===== config.mk =====
export PLATFORM = sky130hd
export DESIGN_NAME = vfd_datapath
export DESIGN_NICKNAME = d
export VERILOG_FILES = /design/src/sv/vfd_pkg.sv /design/src/sv/vfd_datapath.sv
export VERILOG_INCLUDE_DIRS = /design/src /design/src/sv
export SDC_FILE = /design/constraint.sdc
export NUM_CORES = 2
export LEC_CHECK = 0
export BUFFER_PORTS_ARGS = -buffer_cell sky130_fd_sc_hd__buf_4
export CAP_MARGIN = 15
export CORE_MARGIN = 3
export CORE_UTILIZATION = 35
export DETAILED_ROUTE_END_ITERATION = 12
export GPL_TIMING_DRIVEN = 0
export HOLD_SLACK_MARGIN = 0.08
export MAX_ROUTING_LAYER = met4
export PLACE_DENSITY_LB_ADDON = 0.15
export RECOVER_POWER = 50
export SLEW_MARGIN = 10
export SYNTH_ARGS = -nofsm -noshare
export SYNTH_HDL_FRONTEND = slang
export SYNTH_MEMORY_MAX_BITS = 65536
export SYNTH_SLANG_ARGS = --single-unit

===== constraint.sdc =====
create_clock -name clk_i -period 9.5 [get_ports clk_i]
set_clock_uncertainty 0.1 [all_clocks]
set_input_delay 0.475 -clock clk_i [delete_from_list [all_inputs] [get_ports clk_i]]
set_output_delay 0.475 -clock clk_i [all_outputs]
set_load 0.05 [all_outputs]

===== src/sv/vadpcm_frame_decoder_top_assert.svh =====
// Assertion macros for the VADPCM frame decoder.
// Used by the controller and datapath; expects clk_i and rst_ni in scope.
`ifndef VADPCM_FRAME_DECODER_TOP_ASSERT_SVH
`define VADPCM_FRAME_DECODER_TOP_ASSERT_SVH

`ifndef SYNTHESIS
// Check a property on every clock edge outside reset.
`define VFD_ASSERT(label, prop, msg) \
  label: assert property (@(posedge clk_i) disable iff (!rst_ni) (prop)) else $error(msg);
// Check a property on every clock edge, reset included.
`define VFD_ASSERT_ALWAYS(label, prop, msg) \
  label: assert property (@(posedge clk_i) (prop)) else $error(msg);
`else
`define VFD_ASSERT(label, prop, msg)
`define VFD_ASSERT_ALWAYS(label, prop, msg)
`endif

`endif


===== src/sv/vfd_pkg.sv =====
// Shared types and constants for the VADPCM frame decoder.
// No dependencies; used by the controller, datapath and top level.
package vfd_pkg;

  localparam int TAPS      = 16;  // coefficient words per predictor
  localparam int HALF_LEN  = 8;   // samples per half frame
  localparam int FRAC_BITS = 11;

  typedef enum logic [1:0] {
    OP_BOOK_WR  = 2'd0,
    OP_HIST_SET = 2'd1,
    OP_DECODE   = 2'd2
  } op_e;

  typedef enum logic [1:0] {
    ST_IDLE,
    ST_LOAD,
    ST_MAC,
    ST_EMIT
  } state_e;

  // Second multiplier operand
  typedef enum logic [1:0] {
    OPND_OLD,
    OPND_NEW,
    OPND_RES
  } opnd_e;

  typedef struct packed {
    logic       book_wr;
    logic       hist_set;
    logic       frame_cap;
    logic       rd_en;
    logic [3:0] rd_tap;
    logic       coef_wr;
    logic [3:0] coef_wr_idx;
    logic       mac_en;
    logic       acc_first;
    opnd_e      opnd;
    logic [3:0] coef_idx;
    logic [3:0] res_idx;
    logic       emit;
    logic       last;
    logic       save_s6;
    logic       hist_upd;
  } cmd_t;

  typedef struct packed {
    logic out_free;
  } sts_t;

endpackage


===== src/sv/vfd_datapath.sv =====
// Datapath of the VADPCM frame decoder: codebook memory, coefficient file,
// residual unpack, multiply-accumulate, saturation, history and output register.
// Uses vfd_pkg and the assert header.
`include "vadpcm_frame_decoder_top_assert.svh"

module vfd_datapath #(
  parameter int PREDICTOR_COUNT = 16
) (
  input  logic               clk_i,
  input  logic               rst_ni,
  input  vfd_pkg::cmd_t      cmd_i,
  output vfd_pkg::sts_t      sts_o,
  input  logic        [7:0]  book_address_i,
  input  logic signed [15:0] book_value_i,
  input  logic signed [15:0] history_older_i,
  input  logic signed [15:0] history_newer_i,
  input  logic        [3:0]  scale_i,
  input  logic        [3:0]  predictor_select_i,
  input  logic        [63:0] frame_data_i,
  input  logic               smp_ready_i,
  output logic               smp_valid_o,
  output logic signed [15:0] smp_sample_o,
  output logic               smp_last_o
);

  localparam int BOOK_WORDS = PREDICTOR_COUNT * vfd_pkg::TAPS;
  localparam int AW         = $clog2(BOOK_WORDS);

  logic signed [15:0] book_mem [BOOK_WORDS];
  logic signed [15:0] rdata_q;
  logic signed [15:0] coef_q [vfd_pkg::TAPS];
  logic        [3:0]  sel_q, sel_sat;
  logic        [63:0] frame_q;
  logic        [3:0]  scale_q;
  logic signed [15:0] hold_q, hnew_q, s6_q;
  logic        [31:0] acc_q, acc_d, acc_base;
  logic               out_valid_q, out_last_q;
  logic signed [15:0] out_sample_q;

  logic               addr_ok;
  logic [AW-1:0]      rd_addr;
  logic        [3:0]  nib;
  logic        [15:0] nib_ext;
  logic signed [15:0] res;
  logic signed [15:0] coef_rd;
  logic signed [15:0] opnd;
  logic signed [31:0] prod;
  logic signed [15:0] sat;
  logic               sat_pos, sat_neg;

  // Codebook port: writes from requests, reads during the fetch
  assign addr_ok = {1'b0, book_address_i} < 9'(BOOK_WORDS);
  assign rd_addr = AW'({sel_q, cmd_i.rd_tap});

  always_ff @(posedge clk_i) begin
    if (cmd_i.book_wr && addr_ok) begin
      book_mem[book_address_i[AW-1:0]] <= book_value_i;
    end
    if (cmd_i.rd_en) begin
      rdata_q <= book_mem[rd_addr];
    end
  end

  // Coefficient file for the selected predictor
  always_ff @(posedge clk_i) begin
    if (cmd_i.coef_wr) begin
      coef_q[cmd_i.coef_wr_idx] <= rdata_q;
    end
  end

  // Clamp the predictor select to the last predictor
  assign sel_sat = ({1'b0, predictor_select_i} > 5'(PREDICTOR_COUNT - 1)) ?
                   4'(PREDICTOR_COUNT - 1) : predictor_select_i;

  // Frame capture
  always_ff @(posedge clk_i) begin
    if (cmd_i.frame_cap) begin
      frame_q <= frame_data_i;
      scale_q <= scale_i;
      sel_q   <= sel_sat;
    end
  end

  // Residual: signed nibble shifted by scale, low 16 bits kept
  assign nib     = frame_q[{~cmd_i.res_idx, 2'b00} +: 4];
  assign nib_ext = {{12{nib[3]}}, nib};
  assign res     = nib_ext << scale_q;

  // Multiply-accumulate, 32-bit wrapping
  assign coef_rd = coef_q[cmd_i.coef_idx];

  always_comb begin
    case (cmd_i.opnd)
      vfd_pkg::OPND_OLD: opnd = hold_q;
      vfd_pkg::OPND_NEW: opnd = hnew_q;
      default:           opnd = res;
    endcase
  end

  assign prod     = coef_rd * opnd;
  assign acc_base = cmd_i.acc_first ?
                    {{5{res[15]}}, res, {vfd_pkg::FRAC_BITS{1'b0}}} : acc_q;
  assign acc_d    = acc_base + prod;

  always_ff @(posedge clk_i) begin
    if (cmd_i.mac_en) begin
      acc_q <= acc_d;
    end
  end

  // Arithmetic shift by the fraction bits, then saturate to 16 bits
  assign sat_pos = !acc_q[31] && (acc_q[30:26] != '0);
  assign sat_neg = acc_q[31] && (acc_q[30:26] != '1);

  always_comb begin
    if (sat_pos) begin
      sat = 16'sh7fff;
    end else if (sat_neg) begin
      sat = -16'sh8000;
    end else begin
      sat = acc_q[26:11];
    end
  end

  // History
  always_ff @(posedge clk_i or negedge rst_ni) begin
    if (!rst_ni) begin
      hold_q <= '0;
      hnew_q <= '0;
    end else if (cmd_i.hist_set) begin
      hold_q <= history_older_i;
      hnew_q <= history_newer_i;
    end else if (cmd_i.hist_upd) begin
      hold_q <= s6_q;
      hnew_q <= sat;
    end
  end

  always_ff @(posedge clk_i) begin
    if (cmd_i.save_s6) begin
      s6_q <= sat;
    end
  end

  // Output register
  always_ff @(posedge clk_i or negedge rst_ni) begin
    if (!rst_ni) begin
      out_valid_q <= 1'b0;
    end else if (cmd_i.emit) begin
      out_valid_q <= 1'b1;
    end else if (smp_ready_i) begin
      out_valid_q <= 1'b0;
    end
  end

  always_ff @(posedge clk_i) begin
    if (cmd_i.emit) begin
      out_sample_q <= sat;
      out_last_q   <= cmd_i.last;
    end
  end

  assign sts_o.out_free = !out_valid_q || smp_ready_i;
  assign smp_valid_o    = out_valid_q;
  assign smp_sample_o   = out_sample_q;
  assign smp_last_o     = out_last_q;

  `VFD_ASSERT(a_emit_free, cmd_i.emit |-> sts_o.out_free, "sample emitted over a pending one")
  `VFD_ASSERT(a_hist_follows, cmd_i.hist_upd |=> (hnew_q == out_sample_q), "history not taken from last sample")

endmodule


==> impl_metrics.py <==
metrics = {
    "clocking": {
        "clock_latency_ns": 1.08,
        "cts_max_level": 5,
        "cts_tree": "yes",
        "clock_path_buffers": 4,
        "cts_buffers": 478,
        "cts.sinks": 4538,
        "clk_pin_slew_ns": 0.06,
        "postCtsSetupRepairBufs": 0,
        "cts_root_buf": "clkbuf_16",
    },
    "setup_path": {
        "crit_path_frequent_cell": "fa_1",
        "cp_max_fo": 10,
        "critPathMaxStageDelay_ns": 0.55,
        "crit_path_end_kind": "register",
        "r2r_slack_ns": 0.31,
        "worstSetupPathType": "register to register",
        "r2r_start": "frame_q[17]",
        "r2r.worst_path.cells": 30,
        "path_depth": 30,
        "arrival_ns": 9.75,
        "cp.buffers_inverters": 5,
        "cp_slowest_cell": "mux4_2",
        "cp-startpoint": "frame_q[17]",
        "endpoint": "acc_q[31]",
        "critPathRequiredTime_ns": 10.06,
        "r2r-end": "acc_q[31]",
        "critPathLaunchType": "register",
        "cpLargestDelayFamily": "adder cells",
    },
    "sta": {
        "period_minus_slack_ns": 9.190,
        "rsz0062_at_grt": "no",
        "fmax_ghz": 0.1088,
        "period_share": 0.9674,
        "holdWs_ns": 0.1773,
        "finalSetupViolCount": 0,
        "relSlewSlack": -3.240,
        "finalSetupTns_ns": 0,
        "slew_violations": 3671,
        "max_slew.worst_pin.slew_ns": 6.361,
        "hold_viol": 0,
    },
    "final_layout": {
        "multi_input_area_um2": 46120,
        "nets": 9910,
        "final_area_um2": 217200,
        "register_area_um2": 136100,
        "fin_util": 0.4154,
        "post_layout_nonfiller_instances": 16750,
        "drive_gt1_frac": 0.3036,
        "area_delta_synth_final_pct": 17.76,
        "fill_cells": 45370,
    },
    "grt": {
        "gr-total-overflow": 0,
        "antenna_found_initial": 77,
        "grt_pass1_vias": 92700,
        "grt_start_max_net_pins": 125,
        "grt_pass1_wl_mm": 751.9,
        "gr-usage-all-layers": 0.2048,
    },
    "synth": {
        "synthTopCellsByArea": "edfxtp_1 73%, mux4_2 18%, fa_1 3.2%",
        "synth.largest_area_cell": "edfxtp_1",
        "synth.yosys.seq_area_share": 0.7379,
        "postSynth.asyncResetShare": 0.007272,
        "syn_inst": 8196,
        "ys.flop_type": "edfxtp_1",
        "synth-edff-count": 4505,
        "ys_ff_latch": 4538,
        "syn_nets": 8746,
        "synth_warnings": 0,
        "synth_cell_types": 57,
        "synth_area_um2": 184400,
        "synth_area_per_cell_um2": 22.50,
        "synth_top_area_share": 0.7334,
    },
    "place": {
        "dpl_cell_area_um2": 200800,
        "hpwl_mm": 380.8,
        "dp_cells": 15640,
        "gp_congestion": 0.8649,
        "portBuffers": 163,
    },
    "floorplan": {
        "initial_core_util": 0.3527,
        "die_w_um": 731.9,
        "rows": 265,
        "coreArea_um2": 522900,
        "boundaryPins": 179,
        "die_y_um": 731.9,
        "dieArea_um2": 535700,
    },
    "routing": {
        "drt_iter0_drc": 9148,
        "drcViolationCount": 0,
        "wl_mm": 539.5,
        "ant_nets": 0,
        "viasPerCell": 5.333,
        "route.vias.total": 89340,
        "drt_first_pass_iters": 5,
        "wl_per_cell_um": 32.20,
    },
    "pwr": {
        "leakagePower_nw": 69.26,
        "ir_drop_v": 0.001197,
        "power_density_nw_per_um2": 281.6,
    },
    "outcome": {
        "status": "complete, but fails checks",
        "violations": "capacitance limit, slew limit",
    },
    "min_path": {
        "min_path_type": "input pin to register",
        "min_delay_path_depth": 3,
    },
    "run": {
        "drv_cap": 49,
    },
}
==> placed cells by master (no fill, tap or decap), drive strengths merged, types with 4 or more instances in the layout <==
master / count
bufinv: 38
nand3: 19
dfrtp: 33
clkinv: 241
nor2b: 86
o21ai: 67
or2: 8
and3: 4
nand2: 193
ha: 98
a31oi: 8
nor2: 359
a211oi: 9
and2: 26
nand2b: 23
a21oi: 39
a21o: 10
nor3: 20
mux2: 14
or3: 5
o21a: 30
edfxtp: 4505
a31o: 6
diode: 37
inv: 350
fa: 292
xnor2: 29
mux4: 1452
buf: 531
xor2: 9
clkinvlp: 9
clkbuf: 987
dlygate4sd3: 179
mux2i: 58
==> synthesized netlist by cell type, types with 5 or more instances <==
cell type	n
ha_1	98
fa_1	292
o21ai_1	9
or2_2	6
a31o_2	6
and2_1	26
a21o_1	10
xnor2_1	29
a211oi_1	9
inv_1	336
clkbuf_1	261
nand2b_1	23
buf_1	87
nor2b_1	86
dfrtp_1	33
nor3_1	20
o21a_1	30
nand2_1	193
buf_4	10
mux2_2	14
xor2_1	9
a31oi_1	8
mux4_2	1452
edfxtp_1	4505
a21oi_1	39
o21ai_0	58
nand3_1	19
or3_1	5
nor2_1	359
mux2i_1	58
buf_2	61
==> layout make-up <==
class | instances | area share
inverters | 336 | 0.005807
clock inverters | 302 | 0.01312
diodes | 37 | 0.0004263
plain buffers | 417 | 0.008105
multi-input cells | 2901 | 0.2123
clock buffers | 592 | 0.05718
flip-flops and latches | 4538 | 0.6266
repair buffers | 688 | 0.03641
well taps | 6942 | 0.03999
==> registers in the layout, indices dropped and copies added, names as in the netlist <==
register      flops
book_mem       4096
hnew_q           16
smp_last_o        1
coef_q          256
scale_q           4
rdata_q          16
s6_q             16
smp_valid_o       1
sel_q             4
acc_q            32
frame_q          64
smp_sample_o     16
hold_q           16
==> cells by family (layout without fill, tap and decap cells) <==
kind of cell	after synthesis	after routing	synth area share
AOI/OAI and AO/OA	195	195	0.006628
xor gates and xnor gates	38	38	0.001804
adders and majority gates	390	390	0.03834
buffers and inverters	757	2335	0.01610
DFF	4538	4538	0.7379
muxes	1524	1524	0.1813
other	0	37	0
and+or+nand+nor	754	754	0.01790
==> worst min-delay path: stages <==
cell	delay [ns]
clkbuf_1	0.25
nand2_1	0.23
nor2_1	0.15
==> worst min path at each step <==
stage / end / startpoint / slack (ns)
5_1_grt: frame_q[38] / frame_data_i[38] / 0.14
3_3_place_gp: hold_q[3] / rst_ni / 0.37
3_5_place_dp: hnew_q[3] / rst_ni / 0.37
6_report: book_mem[221][9] / book_address_i[2] / 0.18
4_1_cts: frame_q[25] / frame_data_i[25] / 0.08
2_1_floorplan: hnew_q[0] / rst_ni / 0.08
==> layer usage <==
metal | routed length, um | global-route usage | up-vias
met2 | 265600 | 0.3315 | 2965
met1 | 224800 | 0.2732 | 49340
met3 | 33470 | 0.03158 | 729
li1 | - | - | 36310
met5 | 0 | - | -
met4 | 15590 | 0.05088 | 0
==> per-stage QoR <==
step,power [W],worst slack [ns]
2_1_floorplan,0.03753,0.8891
3_3_place_gp,0.04302,-1.264
5_1_grt,0.06473,0.006390
6_report,0.06116,0.3098
3_5_place_dp,0.04313,-1.287
4_1_cts,0.06171,0.07060
==> timing repair <==
action	4_1_cts	5_1_grt
hold buffers	180	0
setup endpoints to repair	8	2
gates cloned	0	0
gates resized for setup	18	10
hold endpoints to repair	1842	0
==> report_power, final <==
part | switching (W) | internal [W] | total [W] | leakage, nW
clock | 0.00792 | 0.0103 | 0.0182 | 7.42
combinational | 0.0116 | 0.00791 | 0.0195 | 20.8
sequential | 0.000158 | 0.0232 | 0.0234 | 41.0
Power figures use the tool's default switching activity.
