$ cat src/sv/vadpcm_frame_decoder_top_assert.svh
// Assertion macros for the VADPCM frame decoder.
// Used by the controller and datapath; expects clk_i and rst_ni in scope.
`ifndef VADPCM_FRAME_DECODER_TOP_ASSERT_SVH
`define VADPCM_FRAME_DECODER_TOP_ASSERT_SVH

`ifndef SYNTHESIS
// Check a property on every clock edge outside reset.
`define VFD_ASSERT(label, prop, msg) \
  label: assert property (@(posedge clk_i) disable iff (!rst_ni) (prop)) else $error(msg);
// Check a property on every clock edge, reset included.
`define VFD_ASSERT_ALWAYS(label, prop, msg) \
  label: assert property (@(posedge clk_i) (prop)) else $error(msg);
`else
`define VFD_ASSERT(label, prop, msg)
`define VFD_ASSERT_ALWAYS(label, prop, msg)
`endif

`endif

$ cat src/sv/vfd_pkg.sv
// Shared types and constants for the VADPCM frame decoder.
// No dependencies; used by the controller, datapath and top level.
package vfd_pkg;

  localparam int TAPS      = 16;  // coefficient words per predictor
  localparam int HALF_LEN  = 8;   // samples per half frame
  localparam int FRAC_BITS = 11;

  typedef enum logic [1:0] {
    OP_BOOK_WR  = 2'd0,
    OP_HIST_SET = 2'd1,
    OP_DECODE   = 2'd2
  } op_e;

  typedef enum logic [1:0] {
    ST_IDLE,
    ST_LOAD,
    ST_MAC,
    ST_EMIT
  } state_e;

  // Second multiplier operand
  typedef enum logic [1:0] {
    OPND_OLD,
    OPND_NEW,
    OPND_RES
  } opnd_e;

  typedef struct packed {
    logic       book_wr;
    logic       hist_set;
    logic       frame_cap;
    logic       rd_en;
    logic [3:0] rd_tap;
    logic       coef_wr;
    logic [3:0] coef_wr_idx;
    logic       mac_en;
    logic       acc_first;
    opnd_e      opnd;
    logic [3:0] coef_idx;
    logic [3:0] res_idx;
    logic       emit;
    logic       last;
    logic       save_s6;
    logic       hist_upd;
  } cmd_t;

  typedef struct packed {
    logic out_free;
  } sts_t;

endpackage

$ cat src/sv/vfd_ctrl.sv
// Sequencer for the VADPCM frame decoder: request decode, codebook fetch,
// multiply-accumulate steps and sample hand-off. Uses vfd_pkg and the assert header.
`include "vadpcm_frame_decoder_top_assert.svh"

module vfd_ctrl (
  input  logic          clk_i,
  input  logic          rst_ni,
  input  logic          req_valid_i,
  input  logic [1:0]    req_opcode_i,
  output logic          req_ready_o,
  input  vfd_pkg::sts_t sts_i,
  output vfd_pkg::cmd_t cmd_o
);

  vfd_pkg::state_e state_q, state_d;
  logic [4:0] ld_q, ld_d;   // codebook fetch counter, counts to TAPS
  logic [3:0] k_q, k_d;     // sample index in frame
  logic [3:0] t_q, t_d;     // step within one sample
  logic [2:0] i_pos;        // sample index in half
  logic [3:0] t_end;

  assign i_pos = k_q[2:0];
  assign t_end = 4'(i_pos) + 4'd1;

  // State and counters
  always_ff @(posedge clk_i or negedge rst_ni) begin
    if (!rst_ni) begin
      state_q <= vfd_pkg::ST_IDLE;
      ld_q    <= '0;
      k_q     <= '0;
      t_q     <= '0;
    end else begin
      state_q <= state_d;
      ld_q    <= ld_d;
      k_q     <= k_d;
      t_q     <= t_d;
    end
  end

  // Next state and commands
  always_comb begin
    state_d     = state_q;
    ld_d        = ld_q;
    k_d         = k_q;
    t_d         = t_q;
    cmd_o       = '0;
    req_ready_o = 1'b0;
    unique case (state_q)
      vfd_pkg::ST_IDLE: begin
        req_ready_o = 1'b1;
        if (req_valid_i) begin
          unique case (vfd_pkg::op_e'(req_opcode_i))
            vfd_pkg::OP_BOOK_WR:  cmd_o.book_wr = 1'b1;
            vfd_pkg::OP_HIST_SET: cmd_o.hist_set = 1'b1;
            vfd_pkg::OP_DECODE: begin
              cmd_o.frame_cap = 1'b1;
              ld_d            = '0;
              state_d         = vfd_pkg::ST_LOAD;
            end
            default: ;  // drop unknown opcode
          endcase
        end
      end
      vfd_pkg::ST_LOAD: begin
        // fetch one word, store the previous one into the coefficient file
        if (ld_q != 5'(vfd_pkg::TAPS)) begin
          cmd_o.rd_en  = 1'b1;
          cmd_o.rd_tap = ld_q[3:0];
        end
        if (ld_q != '0) begin
          cmd_o.coef_wr     = 1'b1;
          cmd_o.coef_wr_idx = 4'(ld_q - 5'd1);
        end
        if (ld_q == 5'(vfd_pkg::TAPS)) begin
          state_d = vfd_pkg::ST_MAC;
          k_d     = '0;
          t_d     = '0;
        end else begin
          ld_d = ld_q + 5'd1;
        end
      end
      vfd_pkg::ST_MAC: begin
        cmd_o.mac_en    = 1'b1;
        cmd_o.acc_first = (t_q == '0);
        if (t_q == 4'd0) begin
          cmd_o.opnd     = vfd_pkg::OPND_OLD;
          cmd_o.coef_idx = {1'b0, i_pos};
          cmd_o.res_idx  = k_q;
        end else if (t_q == 4'd1) begin
          cmd_o.opnd     = vfd_pkg::OPND_NEW;
          cmd_o.coef_idx = {1'b1, i_pos};
          cmd_o.res_idx  = k_q;
        end else begin
          // earlier residual of this half times a c2 tap
          cmd_o.opnd     = vfd_pkg::OPND_RES;
          cmd_o.coef_idx = {1'b1, 3'(t_q - 4'd2)};
          cmd_o.res_idx  = k_q + 4'd1 - t_q;
        end
        if (t_q == t_end) begin
          state_d = vfd_pkg::ST_EMIT;
        end else begin
          t_d = t_q + 4'd1;
        end
      end
      vfd_pkg::ST_EMIT: begin
        // hold until the output register can take the sample
        if (sts_i.out_free) begin
          cmd_o.emit     = 1'b1;
          cmd_o.last     = (k_q == 4'd15);
          cmd_o.save_s6  = (i_pos == 3'd6);
          cmd_o.hist_upd = (i_pos == 3'd7);
          if (k_q == 4'd15) begin
            state_d = vfd_pkg::ST_IDLE;
          end else begin
            k_d     = k_q + 4'd1;
            t_d     = '0;
            state_d = vfd_pkg::ST_MAC;
          end
        end
      end
      default: state_d = vfd_pkg::ST_IDLE;
    endcase
  end

  `VFD_ASSERT(a_step_bound, (state_q == vfd_pkg::ST_MAC) |-> (t_q <= t_end), "MAC step overrun")
  `VFD_ASSERT(a_last_idle, (cmd_o.emit && cmd_o.last) |=> (state_q == vfd_pkg::ST_IDLE), "frame end without idle")
  `VFD_ASSERT_ALWAYS(a_load_only_decode, (state_q == vfd_pkg::ST_LOAD) |-> !req_ready_o, "request taken during fetch")

endmodule

$ cat config.mk
export PLATFORM = sky130hd
export DESIGN_NAME = vfd_ctrl
export DESIGN_NICKNAME = d
export VERILOG_FILES = /design/src/sv/vfd_pkg.sv /design/src/sv/vfd_ctrl.sv
export VERILOG_INCLUDE_DIRS = /design/src /design/src/sv
export SDC_FILE = /design/constraint.sdc
export NUM_CORES = 1
export LEC_CHECK = 0
export ABC_AREA = 1
export CELL_PAD_IN_SITES_DETAIL_PLACEMENT = 1
export CELL_PAD_IN_SITES_GLOBAL_PLACEMENT = 1
export CORE_UTILIZATION = 30
export CTS_CLUSTER_SIZE = 10
export DETAILED_ROUTE_END_ITERATION = 10
export DONT_BUFFER_PORTS = 1
export PLACE_DENSITY_LB_ADDON = 0.15
export SYNTH_ARGS = -nofsm -noshare
export SYNTH_HDL_FRONTEND = slang
export SYNTH_SLANG_ARGS = --single-unit
$ cat constraint.sdc
create_clock -name clk_i -period 3.55 [get_ports clk_i]
set_input_delay 0.1775 -clock clk_i [delete_from_list [all_inputs] [get_ports clk_i]]
set_output_delay 0.1775 -clock clk_i [all_outputs]
set_load 0.01 [all_outputs]
==> impl_metrics.yaml, run 1 <==
sta:
  tightest_slew_ns: 0.7647
  hold_violations: 0
  fin_skew_ns: 0.008630
  setup_ws_ns: 1.115
  slew_headroom_pct: 48.85
  post-route-period-util_pct: 68.58
  finalCriticalPeriod_ns: 2.435
  timing_max_transition_violations_final: 0
  max_freq_mhz: 410.8
  setup_viol: 0
  rsz0062_at_grt: "no"
  hold_slack_ns: 0.1972
  fin_tns_setup_ns: 0
logic_synthesis:
  synth_edf_count: 0
  syn_avg_cell_area_um2: 6.785
  seq_area_frac_synth_pct: 28.52
  synth.cell_area_um2: 1316
  yosys_warnings: 0
  synth_flop_cell: "dfrtp_1"
  yosysTopAreaCellShare_pct: 28.52
  yosysTopAreaCell: "dfrtp_1"
  synth.lib_cells_used.distinct: 22
  synth_area_leaders: "dfrtp_1, nand2_1, ha_1, inv_1, nand3_1"
  async_reset_ff_share_pct: 100.0
  synthCells: 194
  yosys_register_bits: 15
  syn-num-nets: 214
floorplan:
  die_w_um: 68.24
  rows: 23
  initial_core_util_pct: 31.99
  core-area_um2: 4115
  die_h_um: 68.24
  die_area_um2: 4657
  pin_count: 36
clock_network:
  cts_htree_levels: 1
  cts_buffers: 3
  cts_tree: "yes"
  cts_buffer_depth: 2
  clkSinkCount: 15
  clk_transition_reported_paths_ns: 0.07
  root_buffer: "clkbuf_8"
  clock_latency_ns: 0.25
pwr:
  total_power_mw: 1.240
  cellPowerDensity_nw_per_um2: 863.9
  p_leak_nw: 0.7887
  vdd_drop_max_mv: 0.2734
global_route:
  grt_pass1_vias: 1231
  grt_pass1_wl_um: 6078
  grt_max_degree: 16
  antenna_found_initial: 0
  grt_overflow: 0
  grt_usage_pct: 17.64
placement:
  routabilityCongestion: 0.8484
  dp.cells: 244
  dp_worst_setup_slack_ns: 1.410
  placed_area_um2: 1379
  port_buffers: 0
  place_hpwl_um: 3057
finish:
  drive_above_1_share_pct: 7.035
  final_cells: 249
  nNetsFinal: 220
  fin_area_um2: 1435
  area_growth_syn_to_layout_pct: 9.031
  antenna_cells: 0
  utilization_pct: 34.87
critical_path:
  start_kind: "register"
  crit_fanout: 8
  reg2regPathDepth: 9
  required_ns: 3.37
  arrival_ns: 2.26
  crit_type: "reg -> out"
  cp-end-kind: "primary output"
drt:
  first_pass_iters: 3
  avgViaCountPerCell: 4.968
  ant_nets: 0
  wl_per_cell_um: 14.68
  drt-initial-drc-count: 24
  vias: 1237
  drt_drc_violations_left: 0
  wirelength_um: 3655
min_path:
  hold_path_depth: 3
  hold_class: "in -> reg"
job:
  max-cap-violations: 0
run_status:
  status: "completed"
==> layout make-up <==
cell class	instances	area, um^2
clock inverter	1	5.005
clock buffer	3	41.29
timing repair buffer	1	10.01
inverter	32	120.1
tap	50	62.56
multi-input combinational	147	820.8
sequential	15	375.4
fill	550	2680
==> layout by cell type (no fill, tap or decap) <==
cell / count
nand2_1: 48
inv_1: 31
nor2_1: 24
nand3_1: 21
dfrtp_1: 15
ha_1: 13
o21ai_0: 9
nand2_2: 6
nand4_1: 5
xor2_1: 5
nor3_1: 3
clkbuf_8: 3
xnor2_1: 2
nor2_4: 2
o22ai_1: 2
inv_2: 1
or2_1: 1
and3_1: 1
a21oi_1: 1
nor4_1: 1
nand3b_1: 1
nor2_2: 1
fa_1: 1
clkinv_2: 1
dlygate4sd3_1: 1
==> where the power goes <==
group          total [mW]  internal (mW)  switching (mW)
Sequential          0.323          0.226          0.0971
Clock               0.145         0.0778          0.0670
Combinational       0.772          0.249           0.523
==> synthesized netlist by cell type (2+ instances only) <==
| cell | number |
|---|---|
| dfrtp_1 | 15 |
| ha_1 | 13 |
| inv_1 | 31 |
| nand2_1 | 48 |
| nand2_2 | 6 |
| nand3_1 | 21 |
| nand4_1 | 5 |
| nor2_1 | 24 |
| nor2_4 | 2 |
| nor3_1 | 3 |
| o21ai_0 | 9 |
| o22ai_1 | 2 |
| xnor2_1 | 2 |
| xor2_1 | 5 |
==> final timing paths <==
kind                                  from         end  slack [ns]
setup / recovery                    k_q[0]    cmd_o[7]        1.12
hold / removal             req_opcode_i[0]  state_q[0]        0.20
setup reg to reg                    k_q[0]      t_q[1]        1.46
hold reg to reg                     k_q[3]      k_q[3]        0.53
max in group asynchronous           rst_ni      k_q[1]        2.63
min in group asynchronous           rst_ni     ld_q[2]        0.44
==> worst max-delay path, cell delays in order (launching register included) <==
cell,delay (ns)
dfrtp_1,0.47
ha_1,0.25
ha_1,0.30
ha_1,0.33
nand2_1,0.10
nor2_1,0.06
nor3_1,0.15
nand3_1,0.11
nand3_1,0.09
nand2_1,0.05
inv_1,0.09
==> cells by family after synthesis <==
family | synth area share, %
buf+inv | 9.125
fa+ha+maj | 13.88
xor+xnor | 4.658
compound gates | 4.752
flops | 28.52
simple gates | 39.07
==> flip-flops by register name, summed over array words and instances (netlist names) <==
| name | flops |
|---|---|
| ld_q | 5 |
| k_q | 4 |
| t_q | 4 |
| state_q | 2 |
==> metal layers <==
metal / vias up / GRT usage, % / part of all wire (%)
met4: 0 / 2.344 / 0.30
met3: 2 / 3.667 / 2.5
met1: 599 / 24.85 / 49
li1: 620 / - / -
met5: - / 0 / 0
met2: 16 / 28.06 / 48
==> timing repair <==
action / CTS / global route
gates resized for setup: 0 / 0
hold buffers: 1 / 0
buffers inserted: 0 / 0
hold endpoints to repair: 15 / 0
Power figures use the tool's default switching activity.
==> run 2: changes to the inputs <==
==> constraint.sdc (replaced) <==
create_clock -name clk_i -period 2 [get_ports clk_i]
set_input_delay 0.1 -clock clk_i [delete_from_list [all_inputs] [get_ports clk_i]]
set_output_delay 0.1 -clock clk_i [all_outputs]
set_load 0.01 [all_outputs]
==> run 2 against run 1 <==
Against the previous run:
- register-to-register slack lost 1.3 ns
- first-iteration DRC count shrank 13%
- critical path type unchanged
- highest routed layer is now met3
- clock skew shrank 0.0048 ns
- the flow now finishes with violations (setup timing)
- final area grew 11%
- die area is the same
- power grew 120%
==> impl_metrics.yaml, run 2 (synthesis results as in run 1) <==
run_status:
  status: "complete, but fails checks"
  violations: "setup timing"
drt:
  drt-initial-drc-count: 21
  wl_per_cell_um: 14.56
  vias: 1270
  wirelength_um: 3786
  first_pass_iters: 4
  ant_nets: 0
  avgViaCountPerCell: 4.885
  drt_drc_violations_left: 0
floorplan:
  pin_count: 36
  die_area_um2: 4657
  core-area_um2: 4115
  die_h_um: 68.24
  initial_core_util_pct: 31.99
  die_w_um: 68.24
  rows: 23
pwr:
  p_leak_nw: 0.8372
  vdd_drop_max_mv: 0.5667
  p_int_mw: 1.306
  cellPowerDensity_nw_per_um2: 1670
  swShare_pct: 51.08
  p_comb_share_pct: 70.7
  p_seq_share_pct: 19.8
  p_clk_share_pct: 9.6
  p_switching_mw: 1.364
global_route:
  grt_pass1_vias: 1266
  grt_max_degree: 16
  antenna_found_initial: 0
  use_met3_pct: 4.167
  busiest_layer: "met2"
  met1_usage_pct: 24.20
  grt_usage_pct: 17.95
  grt_overflow: 0
  met2_usage_pct: 29.90
  grt_pass1_wl_um: 6141
min_path:
  hold_path_depth: 4
  worstHoldStart: "sts_i"
  hold_class: "in -> reg"
finish:
  final_cell_mix: "nand2_1, inv_1, nor2_1"
  antenna_cells: 0
  final-seq-area_um2: 376.6
  final_cells: 260
  largest_register: "ld_q"
  multi_input_area_um2: 898.4
  top_regs: "ld_q x5, k_q x4, t_q x4"
  area_growth_syn_to_layout_pct: 21.48
  nNetsFinal: 231
  largest_reg_flops: 5
  drive_above_1_share_pct: 18.10
  utilization_pct: 38.86
  fillerInstances: 536
  layout_commonest_cell: "nand2_1"
sta:
  hold_violations: 0
  timing_max_transition_violations_final: 0
  fin_skew_ns: 0.003812
  post-route-period-util_pct: 100.6
  setup_ws_ns: -0.01285
  tightest_slew_ns: 0.7194
  rsz0062_at_grt: "yes"
  finalCriticalPeriod_ns: 2.013
  max_freq_mhz: 496.8
  setup_viol: 1
  slew_headroom_pct: 51.88
clock_network:
  cts_tree: "yes"
  clk_transition_reported_paths_ns: 0.07
  cts_buffers: 3
  cts_htree_levels: 1
  clock_latency_ns: 0.25
  cts_buffer_depth: 2
  root_buffer: "clkbuf_8"
  clkSinkCount: 15
placement:
  routabilityCongestion: 0.8420
  dp.cells: 250
  place_hpwl_um: 2975
  port_buffers: 0
critical_path:
  required_ns: 1.90
  reg2regPathDepth: 11
  r2r-start: "k_q[1]"
  crit_start: "k_q[1]"
  start_kind: "register"
  cp-end-kind: "primary output"
  crit_fanout: 3
  crit_type: "reg -> out"
  arrival_ns: 1.91
job:
  max-cap-violations: 0
-- run 2: changes by cell type in the layout (fill, tap and decap cells not counted), sizes merged --
| cell | change |
|---|---|
| buf | +11 |
| clkinv | -1 |
| clkbuf | +1 |
-- run 2: cell type report --
type	instances	area share, %
Multi-Input combinational cell	147	56.18
Sequential cell	15	23.55
Inverter	32	7.512
Clock buffer	4	2.817
Timing Repair Buffer	12	6.025
Tap cell	50	3.912
-- run 2: metrics by stage --
step	worst slack [ns]	cell area [um^2]	hold slack, ns	total power, mW	setup TNS, ns
2_1_floorplan	0.1029	1316	-0.1956	1.605	0
4_1_cts	-0.04085	1582	0.1419	2.635	-0.04085
6_report	-0.01285	1599	0.1372	2.671	-0.01285
3_5_place_dp	0.03436	1424	-0.1953	2.047	0
3_3_place_gp	0.07639	1424	-0.1952	2.001	0
5_1_grt	-0.1767	1599	0.1620	2.968	-0.2363
-- run 2: final timing paths --
path,endpoint,slack [ns]
max,cmd_o[7],-0.01
min,k_q[0],0.14
max reg2reg,t_q[1],0.14
min reg2reg,t_q[0],0.54
max in group asynchronous,t_q[0],1.15
min in group asynchronous,ld_q[4],0.34
-- run 2: power groups by stage --
stage / combinational, mW / sequential (mW) / clock [mW]
2_1_floorplan: 1.08 / 0.529 / 0
3_3_place_gp: 1.48 / 0.523 / 0
3_5_place_dp: 1.52 / 0.530 / 0
4_1_cts: 1.84 / 0.532 / 0.261
5_1_grt: 2.15 / 0.546 / 0.274
6_report: 1.89 / 0.528 / 0.256
-- run 2: routing by layer --
metal	up-vias	routed length, um
met5	-	0
met4	0	0
met3	0	102
met2	15	1832
met1	607	1851
li1	648	-
-- run 2: critical path, stage by stage, from the launching register on --
cell	delay, ns
dfrtp_1	0.40
ha_2	0.22
ha_4	0.22
ha_4	0.29
nand2_4	0.06
nor2_4	0.09
nor2_1	0.05
nand2_1	0.06
nand3_1	0.08
nand3_1	0.06
nand2_1	0.06
inv_2	0.07
-- run 2: timing repair --
action | CTS | global route
resized for setup | 17 | 6
buffers inserted | 3 | 2
pin swaps | 7 | 5
endpoints found under the hold margin | 15 | 0
hold buffers | 1 | 0
setup endpoints to repair | 5 | 10
